--- config.mk ---
export PLATFORM = sky130hd
export DESIGN_NAME = rc_receiver_frame_decoder
export DESIGN_NICKNAME = d
export VERILOG_FILES = /design/src/rcfd_pkg.sv /design/src/rcfd_ctrl.sv /design/src/rcfd_datapath.sv /design/src/rc_receiver_frame_decoder.sv
export SDC_FILE = /design/constraint.sdc
export NUM_CORES = 1
export LEC_CHECK = 0
export BUFFER_PORTS_ARGS = -buffer_cell sky130_fd_sc_hd__buf_2
export CAP_MARGIN = 40
export CORE_MARGIN = 3
export CORE_UTILIZATION = 55
export DETAILED_ROUTE_END_ITERATION = 8
export HOLD_SLACK_MARGIN = 0.1
export PLACE_DENSITY = 0.77
export SYNTH_ARGS = -nofsm -noshare
export SYNTH_HDL_FRONTEND = slang
export SYNTH_SLANG_ARGS = --single-unit
--- constraint.sdc ---
create_clock -name clk -period 5.17 [get_ports clk]
set_clock_uncertainty 0.05 [all_clocks]
set_input_delay 1.034 -clock clk [delete_from_list [all_inputs] [get_ports clk]]
set_output_delay 1.034 -clock clk [all_outputs]
set_load 0.02 [all_outputs]
--- src/rcfd_pkg.sv ---
// Shared types and constants of the RC receiver frame decoder.
// Used by the controller, the datapath, the top level and the checker.
package rcfd_pkg;

	localparam logic [7:0]  SYSTEM_FIELD_RST    = 8'hB2;
	localparam logic [4:0]  CHANNEL_COUNT       = 5'd12;
	localparam int unsigned WORDS_PER_FRAME_DEF = 7;
	localparam logic [17:0] POS_SCALE           = 18'd125;
	localparam logic [17:0] NORM_OFFSET         = 18'd128000;

	typedef enum logic [1:0] {
		ST_FADES,
		ST_SYSTEM,
		ST_DATA,
		ST_EMIT
	} state_t;

	typedef struct packed {
		logic store;
		logic load;
	} cmd_t;

	typedef struct packed {
		logic sys_match;
		logic last_byte;
		logic last_word;
	} status_t;

endpackage

--- src/rcfd_ctrl.sv ---
// Frame sequencer of the RC receiver frame decoder.
// Depends on rcfd_pkg; drives the datapath through cmd_t, reads status_t.
module rcfd_ctrl (
	input  logic              clk,
	input  logic              arst_n,
	input  logic              in_valid,
	output logic              in_ready,
	output logic              out_valid,
	input  logic              out_ready,
	input  rcfd_pkg::status_t status,
	output rcfd_pkg::cmd_t    cmd
);
	import rcfd_pkg::*;

	state_t state_q, state_d;
	logic   out_valid_q;

	always_ff @(posedge clk or negedge arst_n) begin
		if (!arst_n) begin
			state_q     <= ST_FADES;
			out_valid_q <= 1'b0;
		end else begin
			state_q <= state_d;
			if (cmd.load) begin
				out_valid_q <= 1'b1;
			end else if (out_ready) begin
				out_valid_q <= 1'b0;
			end
		end
	end

	always_comb begin
		state_d   = state_q;
		in_ready  = 1'b0;
		cmd.store = 1'b0;
		cmd.load  = 1'b0;
		unique case (state_q)
			ST_FADES: begin
				in_ready = 1'b1;
				if (in_valid) state_d = ST_SYSTEM;
			end
			ST_SYSTEM: begin
				// a mismatching byte stands in as the new fades byte
				in_ready = 1'b1;
				if (in_valid && status.sys_match) state_d = ST_DATA;
			end
			ST_DATA: begin
				in_ready  = 1'b1;
				cmd.store = in_valid;
				if (in_valid && status.last_byte) state_d = ST_EMIT;
			end
			ST_EMIT: begin
				cmd.load = !out_valid_q || out_ready;
				if (cmd.load && status.last_word) state_d = ST_FADES;
			end
			default: state_d = ST_FADES;
		endcase
	end

	assign out_valid = out_valid_q;

endmodule

--- src/rcfd_datapath.sv ---
// Byte store, word decode and output register of the RC receiver frame decoder.
// Depends on rcfd_pkg; commanded by rcfd_ctrl.
module rcfd_datapath #(
	parameter int unsigned WORDS_PER_FRAME = rcfd_pkg::WORDS_PER_FRAME_DEF
) (
	input  logic                clk,
	input  logic                arst_n,
	input  logic                cfg_write,
	input  logic [7:0]          system_field,
	input  logic [7:0]          rx_byte,
	input  rcfd_pkg::cmd_t      cmd,
	output rcfd_pkg::status_t   status,
	output logic [3:0]          channel_index,
	output logic [10:0]         position,
	output logic                in_range,
	output logic signed [17:0]  normalized_q7,
	output logic                last
);
	import rcfd_pkg::*;

	localparam int unsigned IdxW = (WORDS_PER_FRAME > 1) ? $clog2(WORDS_PER_FRAME) : 1;
	localparam logic [IdxW-1:0] LastIdx = IdxW'(WORDS_PER_FRAME - 1);

	logic [7:0]      sys_q;
	logic [IdxW-1:0] idx_q;
	logic            half_q;
	logic [15:0]     word_q [WORDS_PER_FRAME];

	logic [15:0] rd_word;
	logic [3:0]  rd_chan;
	logic [10:0] rd_pos;
	logic        rd_ok;
	logic [17:0] prod;
	logic        at_last;

	logic [3:0]         chan_q;
	logic [10:0]        pos_q;
	logic               ok_q;
	logic signed [17:0] norm_q;
	logic               last_q;

	assign at_last = (idx_q == LastIdx);

	always_ff @(posedge clk or negedge arst_n) begin
		if (!arst_n) begin
			sys_q  <= SYSTEM_FIELD_RST;
			idx_q  <= '0;
			half_q <= 1'b0;
		end else begin
			if (cfg_write) sys_q <= system_field;
			if (cmd.store) begin
				half_q <= !half_q;
				if (half_q) idx_q <= at_last ? '0 : idx_q + 1'b1;
			end else if (cmd.load) begin
				idx_q <= at_last ? '0 : idx_q + 1'b1;
			end
		end
	end

	// high byte first, then low byte
	always_ff @(posedge clk) begin
		if (cmd.store) begin
			if (half_q) begin
				word_q[idx_q][7:0] <= rx_byte;
			end else begin
				word_q[idx_q][15:8] <= rx_byte;
			end
		end
	end

	always_comb begin
		rd_word = word_q[idx_q];
		rd_chan = rd_word[14:11];
		rd_pos  = rd_word[10:0];
		rd_ok   = ({1'b0, rd_chan} < CHANNEL_COUNT);
		prod    = 18'(rd_pos) * POS_SCALE;
	end

	always_ff @(posedge clk) begin
		if (cmd.load) begin
			chan_q <= rd_chan;
			pos_q  <= rd_pos;
			ok_q   <= rd_ok;
			norm_q <= rd_ok ? signed'(prod - NORM_OFFSET) : '0;
			last_q <= at_last;
		end
	end

	assign status.sys_match = (rx_byte == sys_q);
	assign status.last_byte = half_q && at_last;
	assign status.last_word = at_last;

	assign channel_index = chan_q;
	assign position      = pos_q;
	assign in_range      = ok_q;
	assign normalized_q7 = norm_q;
	assign last          = last_q;

endmodule

--- src/rc_receiver_frame_decoder.sv ---
// Top level of the RC receiver frame decoder.
// Depends on rcfd_pkg, rcfd_ctrl and rcfd_datapath.
//
// Takes received serial bytes one request at a time and finds channel frames of
// 2 + 2*WORDS_PER_FRAME bytes: a fades byte (ignored), a system byte that must
// match the system_field register, then big-endian 16-bit channel words. While
// the system byte does not match, drop the oldest byte and treat the mismatching
// one as the new fades byte. Once the last byte of a frame is in, emit one result
// request per word, in order: channel_index (word bits 14..11), position (bits
// 10..0), in_range (index below CHANNEL_COUNT), normalized_q7 = position*125 -
// 128000 (zero when out of range) and last on the final word.
// Rate: one byte per cycle while a frame is collected; at frame end the input
// stalls while the sequencer loads the single output register with one decoded
// word per cycle while out_ready does not stall the output. The next frame's
// bytes are taken while the final word still waits in the output register.
// The system_field register is written through the cfg channel, which is always
// ready; write it only while the block is idle.
module rc_receiver_frame_decoder #(
	parameter int unsigned WORDS_PER_FRAME = rcfd_pkg::WORDS_PER_FRAME_DEF
) (
	input  logic               clk,
	input  logic               arst_n,
	input  logic               cfg_valid,
	output logic               cfg_ready,
	input  logic [7:0]         system_field,
	input  logic               in_valid,
	output logic               in_ready,
	input  logic [7:0]         rx_byte,
	output logic               out_valid,
	input  logic               out_ready,
	output logic [3:0]         channel_index,
	output logic [10:0]        position,
	output logic               in_range,
	output logic signed [17:0] normalized_q7,
	output logic               last
);
	import rcfd_pkg::*;

	cmd_t    cmd;
	status_t status;

	// register writes never stall
	assign cfg_ready = 1'b1;

	rcfd_ctrl u_ctrl (
		.clk       (clk),
		.arst_n    (arst_n),
		.in_valid  (in_valid),
		.in_ready  (in_ready),
		.out_valid (out_valid),
		.out_ready (out_ready),
		.status    (status),
		.cmd       (cmd)
	);

	rcfd_datapath #(
		.WORDS_PER_FRAME (WORDS_PER_FRAME)
	) u_datapath (
		.clk           (clk),
		.arst_n        (arst_n),
		.cfg_write     (cfg_valid && cfg_ready),
		.system_field  (system_field),
		.rx_byte       (rx_byte),
		.cmd           (cmd),
		.status        (status),
		.channel_index (channel_index),
		.position      (position),
		.in_range      (in_range),
		.normalized_q7 (normalized_q7),
		.last          (last)
	);

endmodule

==> results.ini, run 1 <==
[timing]
tightestPinTransition_ns = 0.893
grt_setup_unrepaired = true
slew_headroom = 0.402
report.final.slew_viol_count = 0
max_clock_freq_mhz = 194
holdWs_ns = 0.474
min_period_ns = 5.16
hold_viol_final = 0
fin_crit_sh = 0.999
finalSetupViolCount = 0

[yosys]
synth_top_area_cell = edfxtp_1
synthesis.area_sq_um = 8140
syn_nets = 714
synth_ff_type = edfxtp_1
yosysMostFrequentCell = edfxtp_1
synth_top_cell_area_share = 0.517
netlist_top_cells_count = 140 x edfxtp_1, 77 x inv_1, 54 x ha_1
ys_seq_area_frac = 0.564
yosysWarnings = 0
ys_top_cells_by_area = edfxtp_1 52%, ha_1 8.3%, fa_1 8.1%
synth_edf_count = 140
syn_avg_cell_area_sq_um = 13.4
synth-seq-cells = 155
synth_cell_type_count = 58
syn_inst = 606
async_flop_share = 0.0968

[global_route]
grt-ovfl-total = 0
antenna_found_initial = 0
track_usage = 0.229
grt_max_degree = 36
grt_pass1_wl_um = 28400
grt_pass1_vias = 5525

[clock_network]
cts.htree.levels = 4
clock_path_buffers = 2
cts_sinks = 155
cts-root-buf = clkbuf_16
cts.clk_slew.worst_paths_ns = 0.06
clock_latency_ns = 0.42
holdBufCountCts = 0
cts_buffers = 17
cts_tree = built

[detailed_routing]
postRouteAntennaNets = 0
wire_per_inst_um = 19.8
vias_per_cell = 5.69
routed-via-count = 5380
routed_wl_um = 18700
firstDrtPassIters = 5
drt_iter0_markers = 420
drc = 0

[run]
drv_cap = 0

[die]
core_sq_um = 14100
num_rows = 43
start_util = 0.575
die_h_um = 128
die_w_um = 128
io_pins = 59
die_area_sq_um = 16300

[worst_setup_path]
cp.arrival_ns = 5.38
worstSetupPathType = flip-flop to flip-flop
cp-end-kind = flip-flop
crit_fanout = 6
reg2regPathDepth = 19
cp-start-kind = flip-flop
crit_required_ns = 5.39

[finish]
fin_nets = 861
syn_to_final_growth_pct = 27.4
diodes = 0
fillers = 833
drive_gt1_frac = 0.388

[placement]
hpwlAfterDp_um = 12400
numPortBuffers = 57
place_congestion = 0.934

[run_status]
outcome = finished, final reports clean

[hold_path]
hold_path.class = input pin to async pin

[registers in the layout, summed over array words and instances (netlist names)]
name / count
u_ctrl.out_valid: 1
u_datapath.position: 11
u_ctrl.state_q: 2
u_datapath.in_range: 1
u_datapath.last: 1
u_datapath.normalized_q7: 18
u_datapath.idx_q: 3
u_datapath.half_q: 1
u_datapath.word_q: 105
u_datapath.channel_index: 4
u_datapath.sys_q: 8
[cells by family after synthesis]
group           share of synthesized area
flops                               0.564
simple gates                       0.0707
buf+inv                            0.0514
compound gates                     0.0731
fa+ha+maj                           0.164
mux                                0.0561
xor+xnor                           0.0205
other cells                      0.000461
[stage by stage]
step | cells | util | setup TNS [ns] | setup WS [ns] | instance area (sq um)
3_3_place_gp | 883 | 0.640 | -0.104 | -0.104 | 9060
5_1_grt | 945 | 0.732 | -0.466 | -0.117 | 10400
2_1_floorplan | 606 | - | -0.0274 | -0.0274 | 8190
4_1_cts | 930 | 0.703 | -0.0169 | -0.0169 | 9950
6_report | 945 | 0.732 | 0 | 0.00771 | 10400
3_5_place_dp | 887 | 0.642 | -0.427 | -0.179 | 9080
[critical path, stage by stage, from the launching register on]
cell	delay (ns)
dfrtp_2	0.44
buf_12	0.14
buf_16	0.13
nor2b_4	0.13
a22o_1	0.25
a221oi_4	0.36
buf_6	0.15
fa_1	0.41
inv_2	0.08
fa_1	0.45
inv_2	0.08
fa_1	0.42
fa_1	0.50
inv_2	0.05
ha_4	0.30
o21ai_2	0.08
o21ai_2	0.28
a31oi_4	0.14
or3_1	0.41
a31oi_1	0.16
[worst paths after layout]
kind	slack [ns]	to	start
setup / recovery	0.008	u_datapath.normalized_q7[16]	u_datapath.idx_q[0]
hold / removal	0.47	u_ctrl.out_valid	arst_n
setup reg to reg	0.008	u_datapath.normalized_q7[16]	u_datapath.idx_q[0]
hold reg to reg	0.48	u_datapath.sys_q[0]	u_datapath.sys_q[0]
max in group asynchronous	4.28	u_datapath.sys_q[5]	arst_n
min in group clk	0.48	u_datapath.sys_q[0]	u_datapath.sys_q[0]
[layer usage]
metal,track usage,vias up,share of wire
met3,0.0443,48,0.057
met5,0,-,0
li1,-,2453,-
met2,0.400,194,0.53
met1,0.276,2685,0.37
met4,0.105,0,0.035
[timing repair]
item                                    4_1_cts  5_1_grt
gates resized for setup                      30       78
pin swaps                                    16       61
gates cloned                                  1        0
buffers inserted                             11       15
endpoints found under the setup margin        8        9
[cell type report]
| type | instances | area, sq um | area share |
|---|---|---|---|
| clock buffer | 18 | 429 | 0.0414 |
| tap | 180 | 225 | 0.0217 |
| sequential | 155 | 4590 | 0.443 |
| multi-input combinational | 352 | 3540 | 0.342 |
| inverter | 77 | 294 | 0.0284 |
| timing repair buffer | 150 | 1090 | 0.106 |
| clock inverter | 13 | 190 | 0.0184 |
[placed cells by master, fill, tap and decap left out, types with 4 or more instances in the layout]
cell and count:
nor3_1 7, mux2_2 15, inv_6 4, buf_12 5
mux2i_1 13, clkbuf_16 17, a221oi_1 4, edfxtp_1 140
xor2_1 12, nand3_1 8, nand2b_1 4, nand2_1 27
xnor2_1 7, a22o_1 5, o21ai_0 5, inv_2 14
a21oi_1 11, buf_2 58, dfstp_2 4, nor2_1 28
mux4_2 5, a31oi_1 5, buf_6 8, bufinv_16 4
a211oi_2 4, inv_1 62, fa_1 30, nor2_2 15
dfrtp_1 9, a221o_1 4, a21oi_2 7, o21ai_2 5
buf_4 78, ha_4 7, o21ai_1 6, ha_1 45
Power of run 1 is left out: the tool's default activity adds up to more than one toggle a clock period on the data nets, which glitch-free logic cannot reach.
==> run 2: changes to the inputs <==
--- a/config.mk
+++ b/config.mk
@@ -12,6 +12,7 @@
 export DETAILED_ROUTE_END_ITERATION = 8
 export HOLD_SLACK_MARGIN = 0.1
 export PLACE_DENSITY = 0.77
+export SETUP_SLACK_MARGIN = 0.5
 export SYNTH_ARGS = -nofsm -noshare
 export SYNTH_HDL_FRONTEND = slang
 export SYNTH_SLANG_ARGS = --single-unit
==> results.ini, run 2 (synthesis results as in run 1) <==
[clock_network]
cts-root-buf = clkbuf_16
cts.clk_slew.worst_paths_ns = 0.06
cts_tree = built
clock_latency_ns = 0.44
cts_sinks = 155
cts.htree.levels = 4
holdBufCountCts = 0
cts_buffers = 17
clock_path_buffers = 2

[worst_setup_path]
timing.rr.start = u_datapath.idx_q[1]
cp-start-kind = flip-flop
regToRegEndpoint = u_datapath.normalized_q7[17]
reg2regPathDepth = 19
crit_fanout = 31
startpoint = u_datapath.idx_q[1]
worstSetupPathType = flip-flop to flip-flop
crit_required_ns = 5.41
r2r_slack_ns = -0.24
cp.arrival_ns = 5.65
cp-end-kind = flip-flop

[finish]
fillers = 792
final_util = 0.742
fin_nets = 868
syn_to_final_growth_pct = 29.0
diodes = 0
mostFrequentLayoutCells = 140 x edfxtp_1, 74 x buf_4, 57 x buf_2
largest_reg_flops = 105
drive_gt1_frac = 0.400
top_register = u_datapath.word_q
final_common_cell = edfxtp_1

[detailed_routing]
drt_iter0_markers = 500
routed-via-count = 5700
vias_per_cell = 5.98
firstDrtPassIters = 5
wire_per_inst_um = 22.4
routed_wl_um = 21300
drc = 0
postRouteAntennaNets = 0

[timing]
worst_slack_ns = -0.238
min_period_ns = 5.41
tightestPinTransition_ns = 0.926
slew_headroom = 0.381
hold_viol_final = 0
max_clock_freq_mhz = 185
finalSetupViolCount = 10
holdWs_ns = 0.466
fin_crit_sh = 1.05
report.final.slew_viol_count = 0
grt_setup_unrepaired = true

[global_route]
grt-ovfl-total = 0
grt_max_degree = 36
track_usage = 0.244
grt_pass1_wl_um = 30100
grt_pass1_vias = 5685
antenna_found_initial = 0

[run_status]
violations = setup timing
outcome = finished, violations left

[die]
core_sq_um = 14100
num_rows = 43
die_h_um = 128
io_pins = 59
die_w_um = 128
start_util = 0.575
die_area_sq_um = 16300

[placement]
numPortBuffers = 57
post-place-ws_ns = -0.0181
hpwlAfterDp_um = 11900
place_congestion = 0.861

[hold_path]
hold_path.class = input pin to async pin

[run]
drv_cap = 0

-- run 2: changes by cell type in the layout (fill, tap and decap cells not counted), moves of 4 or more --
cell	change
buf_6	+11
inv_1	-6
buf_4	-4
inv_2	+4
-- run 2: worst max-delay path, stage by stage, from the launching register on --
cell and delay (ns):
dfrtp_1 0.43, buf_12 0.24, clkinvlp_4 0.21, nor2_1 0.32
a21oi_2 0.09, nor2_1 0.24, a311o_1 0.22, fa_2 0.49
buf_4 0.16, fa_1 0.50, inv_1 0.06, fa_1 0.50
inv_1 0.04, ha_1 0.27, ha_1 0.29, nor2_2 0.11
nand3_1 0.25, nor3_2 0.10, or4_4 0.52, a21oi_2 0.15
-- run 2: worst max-delay path by stage --
| stage | endpoint | slack, ns |
|---|---|---|
| 2_1_floorplan | u_datapath.normalized_q7[17] | 0.36 |
| 3_3_place_gp | u_datapath.normalized_q7[17] | 0.15 |
| 3_5_place_dp | u_datapath.normalized_q7[16] | -0.02 |
| 4_1_cts | u_datapath.normalized_q7[17] | 0.13 |
| 5_1_grt | u_datapath.normalized_q7[17] | -0.35 |
| 6_report | u_datapath.normalized_q7[17] | -0.24 |
-- run 2: repair_timing --
action	in CTS	in global routing
buffers inserted	38	22
setup endpoints to repair	11	12
pin swaps	56	62
resized for setup	61	40
gates cloned	2	0
-- run 2: final cells by class --
type | count | area (sq um) | area share
clock buffer | 17 | 425 | 0.0405
clock inverter | 15 | 164 | 0.0156
inverter | 77 | 302 | 0.0287
multi-input combinational | 352 | 3580 | 0.341
sequential | 155 | 4590 | 0.437
tap | 180 | 225 | 0.0215
timing repair buffer | 157 | 1210 | 0.115
-- run 2: stage by stage --
| stage | TNS, ns | std cells | cell area (sq um) |
|---|---|---|---|
| after floorplan | 0 | 606 | 8340 |
| after global placement | 0 | 856 | 8980 |
| after detailed placement | -0.0255 | 859 | 9000 |
| after CTS | 0 | 931 | 10200 |
| after global routing | -2.64 | 953 | 10500 |
| final | -1.44 | 953 | 10500 |
-- run 2: routing by layer --
layer,vias to the layer above,track usage,part of all wire
met4,0,0.132,0.052
met2,320,0.426,0.53
met5,-,0,0
met1,2814,0.280,0.35
li1,2474,-,-
met3,92,0.0535,0.066
Power of run 2 is left out for the same reason.
==> run 3: changes to the inputs <==
--- a/config.mk
+++ b/config.mk
@@ -6,7 +6,7 @@
 export NUM_CORES = 1
 export LEC_CHECK = 0
 export BUFFER_PORTS_ARGS = -buffer_cell sky130_fd_sc_hd__buf_2
-export CAP_MARGIN = 40
+export CAP_MARGIN = 10
 export CORE_MARGIN = 3
 export CORE_UTILIZATION = 55
 export DETAILED_ROUTE_END_ITERATION = 8
==> constraint.sdc (replaced) <==
create_clock -name clk -period 4.6 [get_ports clk]
set_clock_uncertainty 0.05 [all_clocks]
set_input_delay 0.92 -clock clk [delete_from_list [all_inputs] [get_ports clk]]
set_output_delay 0.92 -clock clk [all_outputs]
set_load 0.02 [all_outputs]
==> results.ini, run 3 (synthesis results as in run 1) <==
[finish]
final_cells = 968
diodes = 0
fin_nets = 884
largest_reg_flops = 105
drive_gt1_frac = 0.385
final_common_cell = edfxtp_1
fillers = 883
top_register = u_datapath.word_q
mostFrequentLayoutCells = 140 x edfxtp_1, 106 x buf_4, 65 x inv_1
syn_to_final_growth_pct = 27.6

[clock_network]
cts_tree = built
cts-root-buf = clkbuf_16
cts_sinks = 155
cts.htree.levels = 4
holdBufCountCts = 0
cts_buffers = 17
cts.clk_slew.worst_paths_ns = 0.06
clock_latency_ns = 0.43
clock_path_buffers = 2

[die]
die_h_um = 128
core_sq_um = 14100
num_rows = 43
io_pins = 59
die_w_um = 128
start_util = 0.575
die_area_sq_um = 16300

[timing]
max_clock_freq_mhz = 199
report.final.slew_viol_count = 0
grt_setup_unrepaired = true
finalSetupViolCount = 11
fin_crit_sh = 1.09
worst_slack_ns = -0.414
slew_headroom = 0.0934
hold_viol_final = 0
min_period_ns = 5.01
tightestPinTransition_ns = 1.35

[hold_path]
hold_path.class = input pin to async pin

[worst_setup_path]
cp.arrival_ns = 5.25
crit_fanout = 9
cp-start-kind = flip-flop
worstSetupPathType = flip-flop to flip-flop
crit_required_ns = 4.83
cp-end-kind = flip-flop
r2r_slack_ns = -0.41

[detailed_routing]
drt_iter0_markers = 383
routed-via-count = 5380
routed_wl_um = 18300
drc = 0
firstDrtPassIters = 6
postRouteAntennaNets = 0
wire_per_inst_um = 18.9
vias_per_cell = 5.56

[global_route]
grt_pass1_vias = 5664
grt-ovfl-total = 0
grt_max_degree = 36
antenna_found_initial = 0
grt_pass1_wl_um = 29000
track_usage = 0.232

[run_status]
violations = setup timing
outcome = finished, violations left

[placement]
hpwlAfterDp_um = 12500
dp_cells = 914
numPortBuffers = 57
place_congestion = 0.878

[run]
drv_cap = 0

## run 3: cell types whose count changed in the layout (fill, tap and decap cells not counted), sizes merged
cell    change
clkinv      -5
clkbuf      +2
inv         +2
buf        +17
bufbuf      -1
## run 3: per-layer routing
metal,vias to the layer above,part of all wire,track usage
met2,181,0.53,0.411
met3,41,0.048,0.0401
met1,2662,0.39,0.279
met4,0,0.029,0.104
met5,-,0,0
li1,2496,-,-
## run 3: worst paths after layout
kind,start,end,cells past startpoint
min in group clk,u_datapath.half_q,u_datapath.half_q,2
min reg2reg,u_datapath.half_q,u_datapath.half_q,2
max,u_datapath.idx_q[0],u_datapath.normalized_q7[17],20
max reg2reg,u_datapath.idx_q[0],u_datapath.normalized_q7[17],20
min,arst_n,u_datapath.sys_q[0],1
max in group asynchronous,arst_n,u_datapath.sys_q[4],1
## run 3: cell type report
| class | instances | area (sq um) | share of cell area |
|---|---|---|---|
| Inverter | 77 | 292 | 0.0281 |
| Clock inverter | 12 | 138 | 0.0133 |
| Sequential cell | 155 | 4590 | 0.442 |
| Multi-Input combinational cell | 352 | 3470 | 0.335 |
| Timing Repair Buffer | 173 | 1230 | 0.118 |
| Tap cell | 180 | 225 | 0.0217 |
| Clock buffer | 19 | 433 | 0.0417 |
## run 3: repair_timing
item	CTS	global route
endpoints found under the setup margin	13	13
resized for setup	32	15
setup buffers	17	6
pin swaps	23	18
## run 3: critical path, cell delays in order, from the launching register on
cell	delay, ns
dfrtp_2	0.44
buf_8	0.16
mux2i_1	0.22
nor2_1	0.08
a31oi_1	0.20
nor2_1	0.11
a211oi_2	0.26
buf_4	0.18
fa_1	0.39
inv_2	0.07
fa_1	0.40
inv_1	0.08
fa_1	0.42
fa_1	0.49
inv_1	0.06
ha_4	0.29
nand3_2	0.09
o22ai_4	0.18
nor3_2	0.08
or4_1	0.50
a21oi_1	0.13
## run 3: metrics by stage
| step | area, sq um | hold slack, ns | setup TNS, ns | utilization | worst slack (ns) |
|---|---|---|---|---|---|
| after floorplan | 8390 | 0.432 | -0.543 | - | -0.211 |
| final | 10400 | 0.360 | -3.12 | 0.733 | -0.414 |
| after global routing | 10400 | 0.362 | -5.18 | 0.733 | -0.649 |
| after CTS | 10300 | 0.352 | -2.06 | 0.726 | -0.343 |
| after global placement | 9440 | 0.459 | -2.25 | 0.667 | -0.346 |
| after detailed placement | 9440 | 0.454 | -3.49 | 0.667 | -0.490 |
Power of run 3 is left out for the same reason.
